`config.mk`:
```
export PLATFORM = sky130hd
export DESIGN_NAME = segaabb_fifo
export DESIGN_NICKNAME = d
export VERILOG_FILES = /design/src/hdl/segaabb_fifo.sv
export SDC_FILE = /design/constraint.sdc
export NUM_CORES = 1
export LEC_CHECK = 0
export ABC_AREA = 1
export ABC_CLOCK_PERIOD_IN_PS = 2700
export BUFFER_PORTS_ARGS = -buffer_cell sky130_fd_sc_hd__buf_2
export CORE_ASPECT_RATIO = 2
export CORE_MARGIN = 2
export CORE_UTILIZATION = 40
export CTS_BUF_LIST = sky130_fd_sc_hd__clkbuf_4 sky130_fd_sc_hd__clkbuf_8
export DETAILED_ROUTE_END_ITERATION = 12
export PLACE_DENSITY_LB_ADDON = 0.12
export SLEW_MARGIN = 20
export SYNTH_ARGS = -nofsm -noshare
export SYNTH_HDL_FRONTEND = slang
export SYNTH_SLANG_ARGS = --single-unit
export TNS_END_PERCENT = 50
```
`constraint.sdc`:
```
create_clock -name i_clk -period 2.7 [get_ports i_clk]
set_input_delay 0.675 -clock i_clk [delete_from_list [all_inputs] [get_ports i_clk]]
set_output_delay 0.675 -clock i_clk [all_outputs]
set_load 0.01 [all_outputs]
```
`src/hdl/segaabb_fifo.sv`:
```
`default_nettype none
// ----------------------------------------------------------------------------
// segaabb_fifo
// Small synchronous queue with occupancy count.
// ----------------------------------------------------------------------------
module segaabb_fifo #(
    parameter int DW    = 8,
    parameter int DEPTH = 4,
    localparam int AW   = $clog2(DEPTH),
    localparam int CW   = $clog2(DEPTH + 1)
) (
    input  wire logic          i_clk,
    input  wire logic          i_rst_n,
    input  wire logic          i_push,
    input  wire logic [DW-1:0] i_data,
    input  wire logic          i_pop,
    output logic      [DW-1:0] o_data,
    output logic               o_empty,
    output logic      [CW-1:0] o_count
);

    logic [DW-1:0] r_mem [DEPTH];
    logic [AW-1:0] r_wp, r_rp, n_wp, n_rp;
    logic [CW-1:0] r_cnt, n_cnt;
    logic          push_ok, pop_ok;

    assign push_ok = i_push && (r_cnt != CW'(DEPTH));
    assign pop_ok  = i_pop && (r_cnt != '0);

    always_comb begin
        n_wp  = r_wp;
        n_rp  = r_rp;
        n_cnt = r_cnt;
        if (push_ok) begin
            n_wp = (r_wp == AW'(DEPTH - 1)) ? '0 : r_wp + 1'b1;
        end
        if (pop_ok) begin
            n_rp = (r_rp == AW'(DEPTH - 1)) ? '0 : r_rp + 1'b1;
        end
        n_cnt = r_cnt + CW'(push_ok) - CW'(pop_ok);
    end

    always_ff @(posedge i_clk) begin
        if (!i_rst_n) begin
            r_wp  <= '0;
            r_rp  <= '0;
            r_cnt <= '0;
        end else begin
            r_wp  <= n_wp;
            r_rp  <= n_rp;
            r_cnt <= n_cnt;
        end
    end

    always_ff @(posedge i_clk) begin
        if (push_ok) begin
            r_mem[r_wp] <= i_data;
        end
    end

    assign o_data  = r_mem[r_rp];
    assign o_empty = (r_cnt == '0);
    assign o_count = r_cnt;

endmodule
`default_nettype wire

```
---- Word-level counts from Yosys, hierarchy flattened ----
Memory sizes are Yosys's and may differ from the RTL's. A register that Yosys moved wholly into a read port is not among the register bits.
Index checks and enable logic that the tools add are counted.
storage, ports and cells
  memory bits (writable) .................. 32
  bits in registers ....................... 7
  memories ................................ 1
  output and inout bits ................... 12
  word-level logic and storage cells ...... 21
  input port bits ......................... 12
memory list
  memory  depth  width  rd ports  clocked after Yosys merged registers in  write ports  RTL line  source
  r_mem   4      8      1         1                                        1            22        logic [DW-1:0] r_mem [DEPTH];
cells by class
  add/subtract/negate cells ............... 4
  multiplexer cells ....................... 6
  equality and inequality tests ........... 3
  reductions and logical operators ........ 4
operator list
  operator                                     number
  2-to-1 mux 2 bit                             4
  adder 2 x 1 -> 2 bit, second input constant  2
  equality test 2 bit, second input constant   2
  adder 3 x 1 -> 3 bit                         1
  zero test 3 bit                              1
  != test 3 bit, second input constant         1
  nonzero test 3 bit                           1
  subtractor 3 x 1 -> 3 bit                    1
  logical AND 1 bit                            2
  2-to-1 mux 1 bit                             2

---- Depth between registers and ports, before layout ----
  depth after elaboration ................. 4
  mapped depth ............................ 13
  mapped depth without buffers ............ 13

---- Worst setup path before layout ----
No wires, ideal clock.
  path type ............................... register to register
  start point ............................. register r_cnt[1] (netlist: o_count[1])
  end point ............................... register r_cnt[2] (netlist: o_count[2])
  path buffers ............................ 0
  path slack .............................. 0.655 ns
  arrival time ............................ 1.932 ns
  library setup time ...................... 0.113 ns
  stages on the path, launching flop included .. 14
  clock period less this slack ............ 2.045 ns
  required time ........................... 2.587 ns
  cell sequence ........................... dfxtp_1 -> nor2_1 -> nand2_1 -> inv_1 -> nor2_1 -> ha_1 -> inv_1 -> ha_1 -> inv_1 -> fa_1 -> xor2_1 -> nand2_1 -> nand2_1 -> nor2_1
on the way
  word-level cells in the longest chain between the ends .. 4
  elaborated cells on any way between the ends .. 6
  those cells by class .................... 2 x add/sub; 1 x eq/ne; 3 x reduce/logical
ends and longest elaborated chain
  what                         RTL line  source
  start, declared              24        logic [CW-1:0] r_cnt, n_cnt;
  start signal, assigned       51        r_cnt <= n_cnt;
  != test 3 bit                27        assign push_ok = i_push && (r_cnt != CW'(DEPTH));
  logical AND 1 bit            27
  adder 3 x 1 -> 3 bit         40        n_cnt = r_cnt + CW'(push_ok) - CW'(pop_ok);
  subtractor 3 x 1 -> 3 bit *  40
Every way passes the cells marked *; elsewhere a longest branch is shown, timed or not.
A chain may end at the register's enable or synchronous reset.

==> run_results.csv <==
group,metric,value,unit
final_layout,instances_no_fill,226,
yosys,yosysSeqAreaShare,0.680,
die,die_y,95.6,microns
sta,rsz0062_at_grt,"false",
drt,wl_per_cell,13.3,microns
sta,fin_crit_sh,0.806,
power_and_ir_drop,seq_power_share,0.426,
drt,num_vias,1091,
power_and_ir_drop,switching_share,0.310,
power_and_ir_drop,clkPwrFrac,0.282,
clocking,clockRootBuffer,"clkbuf_8",
drt,drt_wl_total,3.01,mm
drt,drc,0,
power_and_ir_drop,vdd_drop_max,0.561,mV
sta,worst_pin_slew,0.343,ns
clocking,insertion_delay,0.28,ns
outcome,status,"completed",
clocking,clock_sinks,41,
worst_setup_path,crit_path_max_fanout,11,
worst_setup_path,critical_path.startpoint_type,"flop",
clocking,postCtsHoldBufs,0,
global_route,antenna_found_initial,0,
yosys,syn_nets,160,
die,die-area,4760,sq um
sta,slew_headroom,0.771,
sta,period_minus_slack,2.18,ns
sta,hold_violations,0,
yosys,synthCells,140,
clocking,post-cts-setup-buffer-count,0,
drt,drtAntennaViolNets,0,
place,port_buffers,23,
worst_setup_path,cp-end-kind,"output pin",
yosys,yosysTopAreaCellShare,0.572,
die,start_util,0.415,
worst_setup_path,cp_top_family,"flip-flops",
final_layout,drive_above_1_share,0.241,
worst_setup_path,path_buf_inv,2,
clocking,cts_made_buffers,5,
global_route,grtUsageTotal,0.144,
yosys,ys_warn_count,0,
place,place_inst,218,
final_layout,antenna_cells,0,
place,hpwl,2.16,mm
final_layout,area_delta_synth_final,19.6,%
worst_setup_path,cp.required,2.03,ns
power_and_ir_drop,power.leakage,0.821,nW
worst_setup_path,cp_cell_sequence,"buf_4, o21ai_0, o22ai_1, buf_2",
yosys,synth_area,1680,sq um
die,die_w,49.8,microns
clocking,clk_pin_slew,0.08,ns
sta,slew_viol_final,0,
power_and_ir_drop,p_switching,624,uW
power_and_ir_drop,p_int,1.39,mW
power_and_ir_drop,powerDensity,1000,nW/um^2
die,ios,24,
die,core,4050,sq um
worst_setup_path,cp_slowest_stage_delay,0.49,ns
final_layout,fillers,391,
yosys,syn_area_per_cell,12.0,sq um
power_and_ir_drop,comb_power_share,0.292,
worst_setup_path,worst_path_max_delay_cell,"dfxtp_1",
worst_setup_path,worstSetupPathType,"reg -> out",
job,drv_cap,0,
final_layout,layout.nets,193,
global_route,grt_start_max_net_pins,17,
yosys,synth.distinct_cells,19,
yosys,ys_seq_elements,41,
sta,setup_tns,0,ns
yosys,synth_area_leader_cell,"edfxtp_1",
sta,skew,0.00783,ns
global_route,grt_overflow,0,
worst_setup_path,critPathArrivalTime,1.50,ns
sta,setup_viol,0,
place,gp_congestion,0.697,
global_route,first_global_vias,1110,
clocking,cts_tree,"built",
clocking,cts_resized,0,
sta,max_freq,0.459,GHz
drt,viasPerCell,4.83,
clocking,clk_path_buf_depth,2,
drt,drt_pass1_iterations,4,
drt,dr.first_iter.drc_count,24,
die,rows,33,
clocking,htree_levels,2,
yosys,netlist_top_cells_area,"edfxtp_1 (57%), dfxtp_1 (11%), nor2_1 (6.9%)",
hold_path,hold_path_class,"reg -> reg",
global_route,grt_pass1_wl,4.98,mm
==> logic make-up (layout without fill, tap and decap cells) <==
logic type,after synthesis,count (layout),share of synthesized area
AO/OA/AOI/OAI,27,27,0.0931
XOR/XNOR,1,1,0.00522
adder cells (fa/ha/maj),8,8,0.0641
buffers and inverters,17,51,0.0469
flip-flops,41,41,0.680
AND/OR/NAND/NOR,46,46,0.111
==> Yosys cell counts (all sizes together) <==
library cell / instances
ha: 7
nor2: 31
edfxtp: 32
o22ai: 8
fa: 1
inv: 15
nand3: 1
nand2: 11
xor2: 1
nand3b: 2
dfxtp: 9
or2: 1
a21oi: 3
o21ai: 16
buf: 2
==> flip-flops by register name, summed over array words and instances (netlist names), named ones only <==
signal and flops:
r_mem 32, o_count 3, r_wp 2, r_rp 2
==> metal layers <==
layer | up-vias | wire [microns] | global-route usage
li1 | 547 | - | -
met2 | 29 | 1730 | 0.280
met4 | 0 | 61 | 0.0718
met3 | 6 | 112 | 0.0235
met1 | 509 | 1110 | 0.140
met5 | - | 0 | 0
==> cell type report <==
cell class / count / area, sq um / share of cell area
sequential: 41 / 1140 / 0.568
multi-input combinational: 82 / 459 / 0.229
timing repair buffer: 28 / 153 / 0.0760
clock buffer: 5 / 68.8 / 0.0343
clock inverter: 3 / 65.1 / 0.0324
tap: 52 / 65.1 / 0.0324
inverter: 15 / 56.3 / 0.0280
==> worst reg2reg max path: cells and delay by family (launching register included) <==
family                     cells  cell delay (ns)
adders and majority gates      3             0.74
and+or+nand+nor                6             0.52
DFF                            1             0.43
buffers and inverters          3             0.18
xor gates and xnor gates       1             0.18
==> per-stage QoR <==
stage          cell area [sq um]  utilization  power, mW  setup slack, ns  hold WS, ns
2_1_floorplan               1680            -       1.25            0.655        0.483
3_3_place_gp                1870        0.463       1.43            0.507        0.518
3_5_place_dp                1870        0.463       1.47            0.410        0.528
4_1_cts                     2010        0.496       2.03            0.523        0.537
5_1_grt                     2010        0.496       2.14            0.291        0.565
6_report                    2010        0.496       2.01            0.523        0.535
==> placed cells by master (no fill, tap or decap), drive strengths merged <==
cell type,count
ha,7
o21ai,16
nand3b,2
fa,1
edfxtp,32
nand2,11
nand3,1
nor2,31
clkinv,1
bufinv,2
buf,28
xor2,1
a21oi,3
dfxtp,9
or2,1
inv,15
o22ai,8
clkbuf,5
==> final timing paths <==
| kind | from | end | slack (ns) | cells past startpoint |
|---|---|---|---|---|
| max | flop | o_data[3] | 0.52 | 4 |
| max reg2reg | o_count[1] | o_count[2] | 0.55 | 13 |
| min | r_wp[1] | r_wp[1] | 0.53 | 2 |
| min reg2reg | r_wp[1] | r_wp[1] | 0.53 | 2 |
==> power groups by stage <==
stage          registers [mW]  clock network [mW]  logic [mW]
6_report                0.856               0.566       0.587
5_1_grt                 0.870               0.592       0.675
4_1_cts                 0.858               0.575       0.601
3_5_place_dp            0.872                   0       0.599
3_3_place_gp            0.867                   0       0.566
2_1_floorplan           0.859                   0       0.391
No activity file was read; power rests on OpenSTA's default activity.
