[config.mk]
export PLATFORM = sky130hd
export DESIGN_NAME = segaabb_back
export DESIGN_NICKNAME = d
export VERILOG_FILES = /design/src/hdl/segaabb_pkg.sv /design/src/hdl/segaabb_back.sv
export SDC_FILE = /design/constraint.sdc
export NUM_CORES = 2
export LEC_CHECK = 0
export CAP_MARGIN = 20
export CORE_ASPECT_RATIO = 0.75
export CORE_MARGIN = 2
export CORE_UTILIZATION = 45
export DETAILED_ROUTE_END_ITERATION = 10
export DONT_BUFFER_PORTS = 1
export GPL_TIMING_DRIVEN = 1
export SYNTH_ARGS = -nofsm -noshare
export SYNTH_HDL_FRONTEND = slang
export SYNTH_SLANG_ARGS = --single-unit
[constraint.sdc]
create_clock -name i_clk -period 9.2 [get_ports i_clk]
set_input_delay 0.46 -clock i_clk [delete_from_list [all_inputs] [get_ports i_clk]]
set_output_delay 0.46 -clock i_clk [all_outputs]
set_load 0.01 [all_outputs]
[src/hdl/segaabb_pkg.sv]
`default_nettype none
// ----------------------------------------------------------------------------
// segaabb_pkg
// Shared constants for the segment versus axis-aligned box entry test.
// ----------------------------------------------------------------------------
package segaabb_pkg;

    // entry axis codes
    localparam logic [1:0] AXIS_X = 2'd0;
    localparam logic [1:0] AXIS_Y = 2'd1;
    localparam logic [1:0] AXIS_Z = 2'd2;

    // back end register stages and result queue depth
    localparam int BACK_STAGES = 3;
    localparam int OUT_DEPTH   = 8;

endpackage
`default_nettype wire

[src/hdl/segaabb_back.sv]
`default_nettype none
// ----------------------------------------------------------------------------
// segaabb_back
// Pick the entry plane, form the entry point, check bounds and saturate.
// ----------------------------------------------------------------------------
module segaabb_back #(
    parameter int COORD_BITS     = 32,
    parameter int TIME_FRAC_BITS = 16,
    localparam int W   = COORD_BITS,
    localparam int F   = TIME_FRAC_BITS,
    localparam int MW  = 4 + 3 * (TIME_FRAC_BITS + 1) + 12 * COORD_BITS,
    localparam int RW  = 4 + 3 * COORD_BITS + TIME_FRAC_BITS,
    localparam int OCW = $clog2(segaabb_pkg::OUT_DEPTH + 1)
) (
    input  wire logic           i_clk,
    input  wire logic           i_rst_n,
    input  wire logic           i_empty,
    output logic                o_pop,
    input  wire logic [MW-1:0]  i_data,
    input  wire logic [OCW-1:0] i_out_count,
    output logic                o_valid,
    output logic [RW-1:0]       o_data
);

    import segaabb_pkg::*;

    localparam int BCW = $clog2(BACK_STAGES + 1);
    localparam int SW  = OCW + BCW;

    typedef struct packed {
        logic              miss;
        logic [2:0]        cand;
        logic [2:0][F:0]   t;
        logic [2:0][W-1:0] s, d, lo, hi;
    } t_mid;

    typedef struct packed {
        logic              miss;
        logic [1:0]        best;
        logic [F:0]        tb;
        logic [2:0][W-1:0] s, d, lo, hi;
    } t_b1;

    typedef struct packed {
        logic                miss;
        logic [1:0]          best;
        logic [F:0]          tb;
        logic [2:0]          neg;
        logic [2:0][W+F:0]   prod;
        logic [2:0][W-1:0]   s, lo, hi;
    } t_b2;

    typedef struct packed {
        logic              hit;
        logic [2:0][W-1:0] p;
        logic [1:0]        axis;
        logic [F:0]        t;
    } t_res;

    t_mid               mi;
    t_b1                r_b1, n_b1;
    t_b2                r_b2, n_b2;
    t_res               r_res, n_res;
    logic [2:0]         r_v;
    logic [BCW-1:0]     r_fly;
    logic [1:0]         b01;
    logic               take1, take2;
    logic signed [W:0]  dx [3];
    logic signed [W:0]  ad [3];
    logic [W:0]         off [3];
    logic signed [W+1:0] p [3];
    logic [2:0]         oob;

    assign mi    = i_data;
    assign o_pop = !i_empty && ((SW'(r_fly) + SW'(i_out_count)) < SW'(OUT_DEPTH));

    // ties keep the lower axis
    always_comb begin
        take1 = mi.cand[1] && (!mi.cand[0] || (mi.t[1] > mi.t[0]));
        b01   = take1 ? AXIS_Y : AXIS_X;
        take2 = mi.cand[2] && (!mi.cand[b01] || (mi.t[2] > mi.t[b01]));
        n_b1.miss = mi.miss;
        n_b1.best = take2 ? AXIS_Z : b01;
        n_b1.tb   = mi.t[n_b1.best];
        n_b1.s    = mi.s;
        n_b1.d    = mi.d;
        n_b1.lo   = mi.lo;
        n_b1.hi   = mi.hi;
    end

    always_comb begin
        n_b2.miss = r_b1.miss;
        n_b2.best = r_b1.best;
        n_b2.tb   = r_b1.tb;
        n_b2.s    = r_b1.s;
        n_b2.lo   = r_b1.lo;
        n_b2.hi   = r_b1.hi;
        for (int a = 0; a < 3; a++) begin
            dx[a] = $signed({r_b1.d[a][W-1], r_b1.d[a]});
            ad[a] = (dx[a] < 0) ? -dx[a] : dx[a];
            n_b2.neg[a]  = r_b1.d[a][W-1];
            n_b2.prod[a] = (W+F+1)'(ad[a][W-1:0]) * (W+F+1)'(r_b1.tb);
        end
    end

    always_comb begin
        n_res = '0;
        for (int a = 0; a < 3; a++) begin
            off[a] = r_b2.prod[a][W+F:F];
            p[a] = r_b2.neg[a]
                 ? $signed({{2{r_b2.s[a][W-1]}}, r_b2.s[a]}) - $signed({1'b0, off[a]})
                 : $signed({{2{r_b2.s[a][W-1]}}, r_b2.s[a]}) + $signed({1'b0, off[a]});
            oob[a] = (r_b2.best != 2'(a)) &&
                     ((p[a] < $signed({{2{r_b2.lo[a][W-1]}}, r_b2.lo[a]})) ||
                      (p[a] > $signed({{2{r_b2.hi[a][W-1]}}, r_b2.hi[a]})));
        end
        n_res.hit = !r_b2.miss && !(|oob);
        if (n_res.hit) begin
            for (int a = 0; a < 3; a++) begin
                if (p[a] > $signed({3'b000, {(W-1){1'b1}}})) begin
                    n_res.p[a] = {1'b0, {(W-1){1'b1}}};
                end else if (p[a] < $signed({3'b111, {(W-1){1'b0}}})) begin
                    n_res.p[a] = {1'b1, {(W-1){1'b0}}};
                end else begin
                    n_res.p[a] = p[a][W-1:0];
                end
            end
            n_res.axis = r_b2.best;
            n_res.t    = r_b2.tb;
        end
    end

    always_ff @(posedge i_clk) begin
        r_b1  <= n_b1;
        r_b2  <= n_b2;
        r_res <= n_res;
    end

    always_ff @(posedge i_clk) begin
        if (!i_rst_n) begin
            r_v   <= '0;
            r_fly <= '0;
        end else begin
            r_v   <= {r_v[1:0], o_pop};
            r_fly <= r_fly + BCW'(o_pop) - BCW'(r_v[2]);
        end
    end

    assign o_valid = r_v[2];
    assign o_data  = r_res;

endmodule
`default_nettype wire

# Yosys cells after proc, flatten, opt, wreduce, memory -nomap -nowiden
# Index checks and enable logic that the tools add are counted.
# word_totals
reg_bits,983
inputBits,446
out_inout_bits,118
elab_cells,122
# op_classes
n_addsub,12
multipliers,3
order_cmp,20
n_eq_ne,2
muxes,20
bitwise,1
n_reduce_logical,22
# ops
cell,count
two-way mux 32 bit,6
multiplier 32 x 17 -> 49 bit,3
adder 32 x 34 -> 34 bit,3
> comparator 34 x 32 -> 1 bit,3
"> comparator 34 x 32 -> 1 bit, second input constant",3
less-than comparator 34 x 32 -> 1 bit,3
"less-than comparator 34 x 32 -> 1 bit, second input constant",3
two-way mux 34 bit,3
subtractor 32 x 34 -> 34 bit,3
"less-than comparator 32 x 1 -> 1 bit, second input constant",3
negator 32 bit,3
two-way mux 31 bit,3
binary-select mux 17 bit (select 2 bit),2
> comparator 17 bit,2
two-way mux 17 bit,2
logical AND 1 bit,7
OR reduction 2 bit,3
adder 2 x 4 -> 5 bit,1
zero test 1 bit,5
logical OR 1 bit,5
"less-than comparator 5 x 4 -> 1 bit, second input constant",1
"less-than comparator 1 x 3 -> 1 bit, second input constant",1
"less-than comparator 2 x 3 -> 1 bit, second input constant",1
OR reduction 3 bit,1
other kinds (9),10

# Longest topological paths before layout
# logic_depth
word_depth,12
depth_mapped,35
depth_no_buf,33

# Least setup slack after synthesis
# No wires, ideal clock.
# synth_timing
path_kind,register -> register
start,"register r_b1, in the netlist dx[2]"
end,"register r_b2, in the netlist off[32]"
setup_ps,72
arrival_time_ps,8256
required_ps,9128
slack_ps,872
stages_incl_launch_ff,31
path_buffers,1
synth_period_minus_slack_ps,8328
path_cell_list,dfxtp_1 -> or3_1 -> or2_1 -> nor2_2 -> nand3_2 -> or3_4 -> or4_4 -> o21ai_0 -> xnor2_1 -> clkbuf_1 -> nand2_1 -> fa_1 -> fa_1 -> fa_1 -> inv_1 -> fa_1 -> fa_1 -> inv_1 -> fa_1 -> inv_1 -> ha_1 -> a21o_1 -> a21o_1 -> a21o_1 -> a221oi_1 -> nand2b_1 -> nand3_1 -> a211o_1 -> a41o_1 -> o41ai_1 -> xnor2_1
# synth_rtl
element,line,rtl
start: declaration,segaabb_back.sv:61,"t_b1 r_b1, n_b1;"
start signal: assignment,segaabb_back.sv:134,r_b1 <= n_b1;
end signal: assignment,segaabb_back.sv:135,r_b2 <= n_b2;
end: declaration,segaabb_back.sv:62,"t_b2 r_b2, n_b2;"

==> impl_metrics.tcl <==
set metrics [dict create \
    synth_fp_nets 11600 \
    syn_area_per_cell_um2 9.37 \
    critPathTopFamily "adder cells" \
    drive_gt1_share_pct 5.05 \
    min_delay_path_depth 2 \
    postCtsSetupRepairBufs 0 \
    setup_ws_ns 0.313 \
    ff_latch_area_mm2 0.0188 \
    tightest_slew_ns 1.12 \
    die_area_mm2 0.192 \
    grt_pass1_wl_mm 396 \
    antenna_left 0 \
    syn2layout_area_growth_pct 13.3 \
    tns_ns 0 \
    dr_total_vias 63000 \
    period_share_pct 96.6 \
    wl_per_cell_um 21.3 \
    num-nets-final 11900 \
    gp_congestion 0.941 \
    hold_end "n_b2[452]" \
    period_needed_ns 8.89 \
    critPathRequiredTime_ns 9.83 \
    hold_violations 0 \
    overflow 0 \
    pre_cts_ws_ns 0.0654 \
    worst-path-buf-inv 4 \
    drv_cap 0 \
    syn_inst 9055 \
    path_max_fanout 11 \
    async_flop_share_pct 0 \
    rows 138 \
    initial_core_util_pct 45.1 \
    multiInputGateArea_mm2 0.0582 \
    synth_seq_area_share_pct 22.0 \
    grt_pass1_vias 65700 \
    cp.depth 29 \
    dieWidth_um 506 \
    setup_violations 0 \
    worstSetupPathType "register to register" \
    drt_pass1_iterations 8 \
    slew_violations 0 \
    holdWs_ns 0.0666 \
    drc 0 \
    routed_wl_mm 256 \
    r2r_cells 29 \
    post-route-util_pct 51.1 \
    synth_edf_count 0 \
    cts_tree "yes" \
    drt-initial-drc-count 4867 \
    cts.sinks 935 \
    cts-root-buf "clkbuf_16" \
    crit_arrival_ns 9.51 \
    syn_area_mm2 0.0849 \
    slowest_stage "fa_1" \
    numCtsBuffers 93 \
    dp_hpwl_mm 202 \
    die_y_um 380 \
    min_path_type "input pin to register" \
    io_buffers 0 \
    min_from "i_data[398]" \
    critPathLaunchType "register" \
    ios 564 \
    grt_max_degree 76 \
    relSlewSlack_pct 24.6 \
    track_usage_pct 26.7 \
    r2r_slack_ns 0.31 \
    ys.flop_type "dfxtp_1" \
    clock.fmax_ghz 0.113 \
    r2r-start "dx[2]" \
    ys_warn_count 0 \
    synth_seq_cells 935 \
    ys_types 92 \
    cp_common_cell "fa_1" \
    vias_per_cell 5.25 \
    cpPeakStageDelay_ns 0.59 \
    fill_cells 17100 \
    core-area_mm2 0.188 \
    status "finished clean" \
    reg2reg_to "off[32]" \
    cts.clk_slew.worst_paths_ns 0.07 \
    antenna_found_initial 29 \
    clk_latency_ns 0.76 \
    end_kind "register" \
    htree_levels 3 \
    cts_buffer_depth 3 \
    fin_skew_ns 0.0602 \
]
cell usage in the layout, fill, tap and decap left out, types with 86 or more instances in the layout:
cell           count
inv_1           1804
fa_1            1344
nand2_1         1161
dfxtp_1          918
ha_1             706
and2_1           644
dlygate4sd3_1    408
a21oi_1          298
xnor2_1          271
nor2_1           257
o21ai_0          183
buf_4            176
a21o_1           140
clkbuf_16         95
o21a_1            86
how the worst max path moves through the flow:
stage	from	to	slack, ns
after floorplan	dx[2]	off[32]	0.87
after global placement	dx[69]	off[98]	0.21
after detailed placement	dx[69]	off[98]	0.07
after CTS	dx[69]	off[98]	0.01
after global routing	dx[2]	off[12]	-0.03
final	dx[2]	off[32]	0.31
cells by family after synthesis:
group           Yosys count  synth area share (%)
compound gates         1034                  7.93
xor+xnor                351                  3.63
fa+ha+maj              2050                  42.1
buf+inv                2165                  9.65
flops                   935                  22.0
mux                      41                 0.489
simple gates           2479                  14.1
metrics by stage:
stage                     cells  area [um^2]
final                     12000        96100
after global routing      12000        96100
after CTS                 12000        95900
after detailed placement  11400        88400
after global placement    11400        88400
after floorplan            9055        84900
state kept, by name, summed over array words and instances, names as in the netlist:
name    count
dx         96
r_b2      311
o_data    116
n_b2      308
r_v         3
r_fly       2
off        99
cells in the mapped netlist (all sizes together) (8+ instances only):
master  number  area share [%]
ha         706              10
o211ai      19            0.17
a21oi      298             1.8
buf         26            0.19
nor2       262             1.2
dfxtp      935              22
or4         19            0.18
nor2b       56            0.41
and3        22            0.16
nand3       72            0.43
nand4       56            0.41
nand2b      33            0.24
o31ai       36            0.33
fa        1344              32
nand2     1161             5.1
a31o        35            0.36
a211o        9           0.093
or3         21            0.17
nor4        30            0.28
o21a        86            0.76
clkbuf     334             1.5
o31a         9           0.093
a31oi       51            0.38
o41ai       17            0.18
o21bai      18            0.16
o22ai        8           0.059
or2         10           0.077
nor3        60            0.37
inv       1805             8.0
a221oi      11            0.11
and2       647             4.8
o21ai      192             1.1
a21o       141             1.2
mux2i       37            0.44
xor2        67            0.69
a211oi      43            0.40
xnor2      284             2.9
and4        12            0.12
final cells by class:
class | instances | area share (%)
Inverter | 1805 | 7.05
Timing Repair Buffer | 604 | 6.02
Antenna cell | 17 | 0.0442
Clock inverter | 48 | 0.881
Clock buffer | 121 | 2.71
Tap cell | 2520 | 3.28
Sequential cell | 935 | 19.5
Multi-Input combinational cell | 5955 | 60.5
layer usage:
| metal | wire (um) | up-vias | GRT usage, % |
|---|---|---|---|
| met5 | 92 | - | 0 |
| met1 | 121000 | 31600 | 40.7 |
| met3 | 27000 | 279 | 7.07 |
| met4 | 4550 | 16 | 4.92 |
| met2 | 103000 | 2532 | 38.0 |
| li1 | - | 28500 | - |
worst reg2reg max path: cells and delay by family (launching register included):
kind            cells  cell delay, ns
buf+inv             4            0.53
flops               1            0.34
compound gates      6            1.72
fa+ha+maj           7            3.47
xor+xnor            2            0.67
simple gates       10            2.07
repair_timing:
action | CTS | global route
resized for setup | 0 | 22
hold buffers | 408 | 0
setup endpoints to repair | 0 | 28
endpoints found under the hold margin | 407 | 0
Power is left out: the tool's default activity adds up to more than one toggle a clock period on the data nets, which glitch-free logic cannot reach.
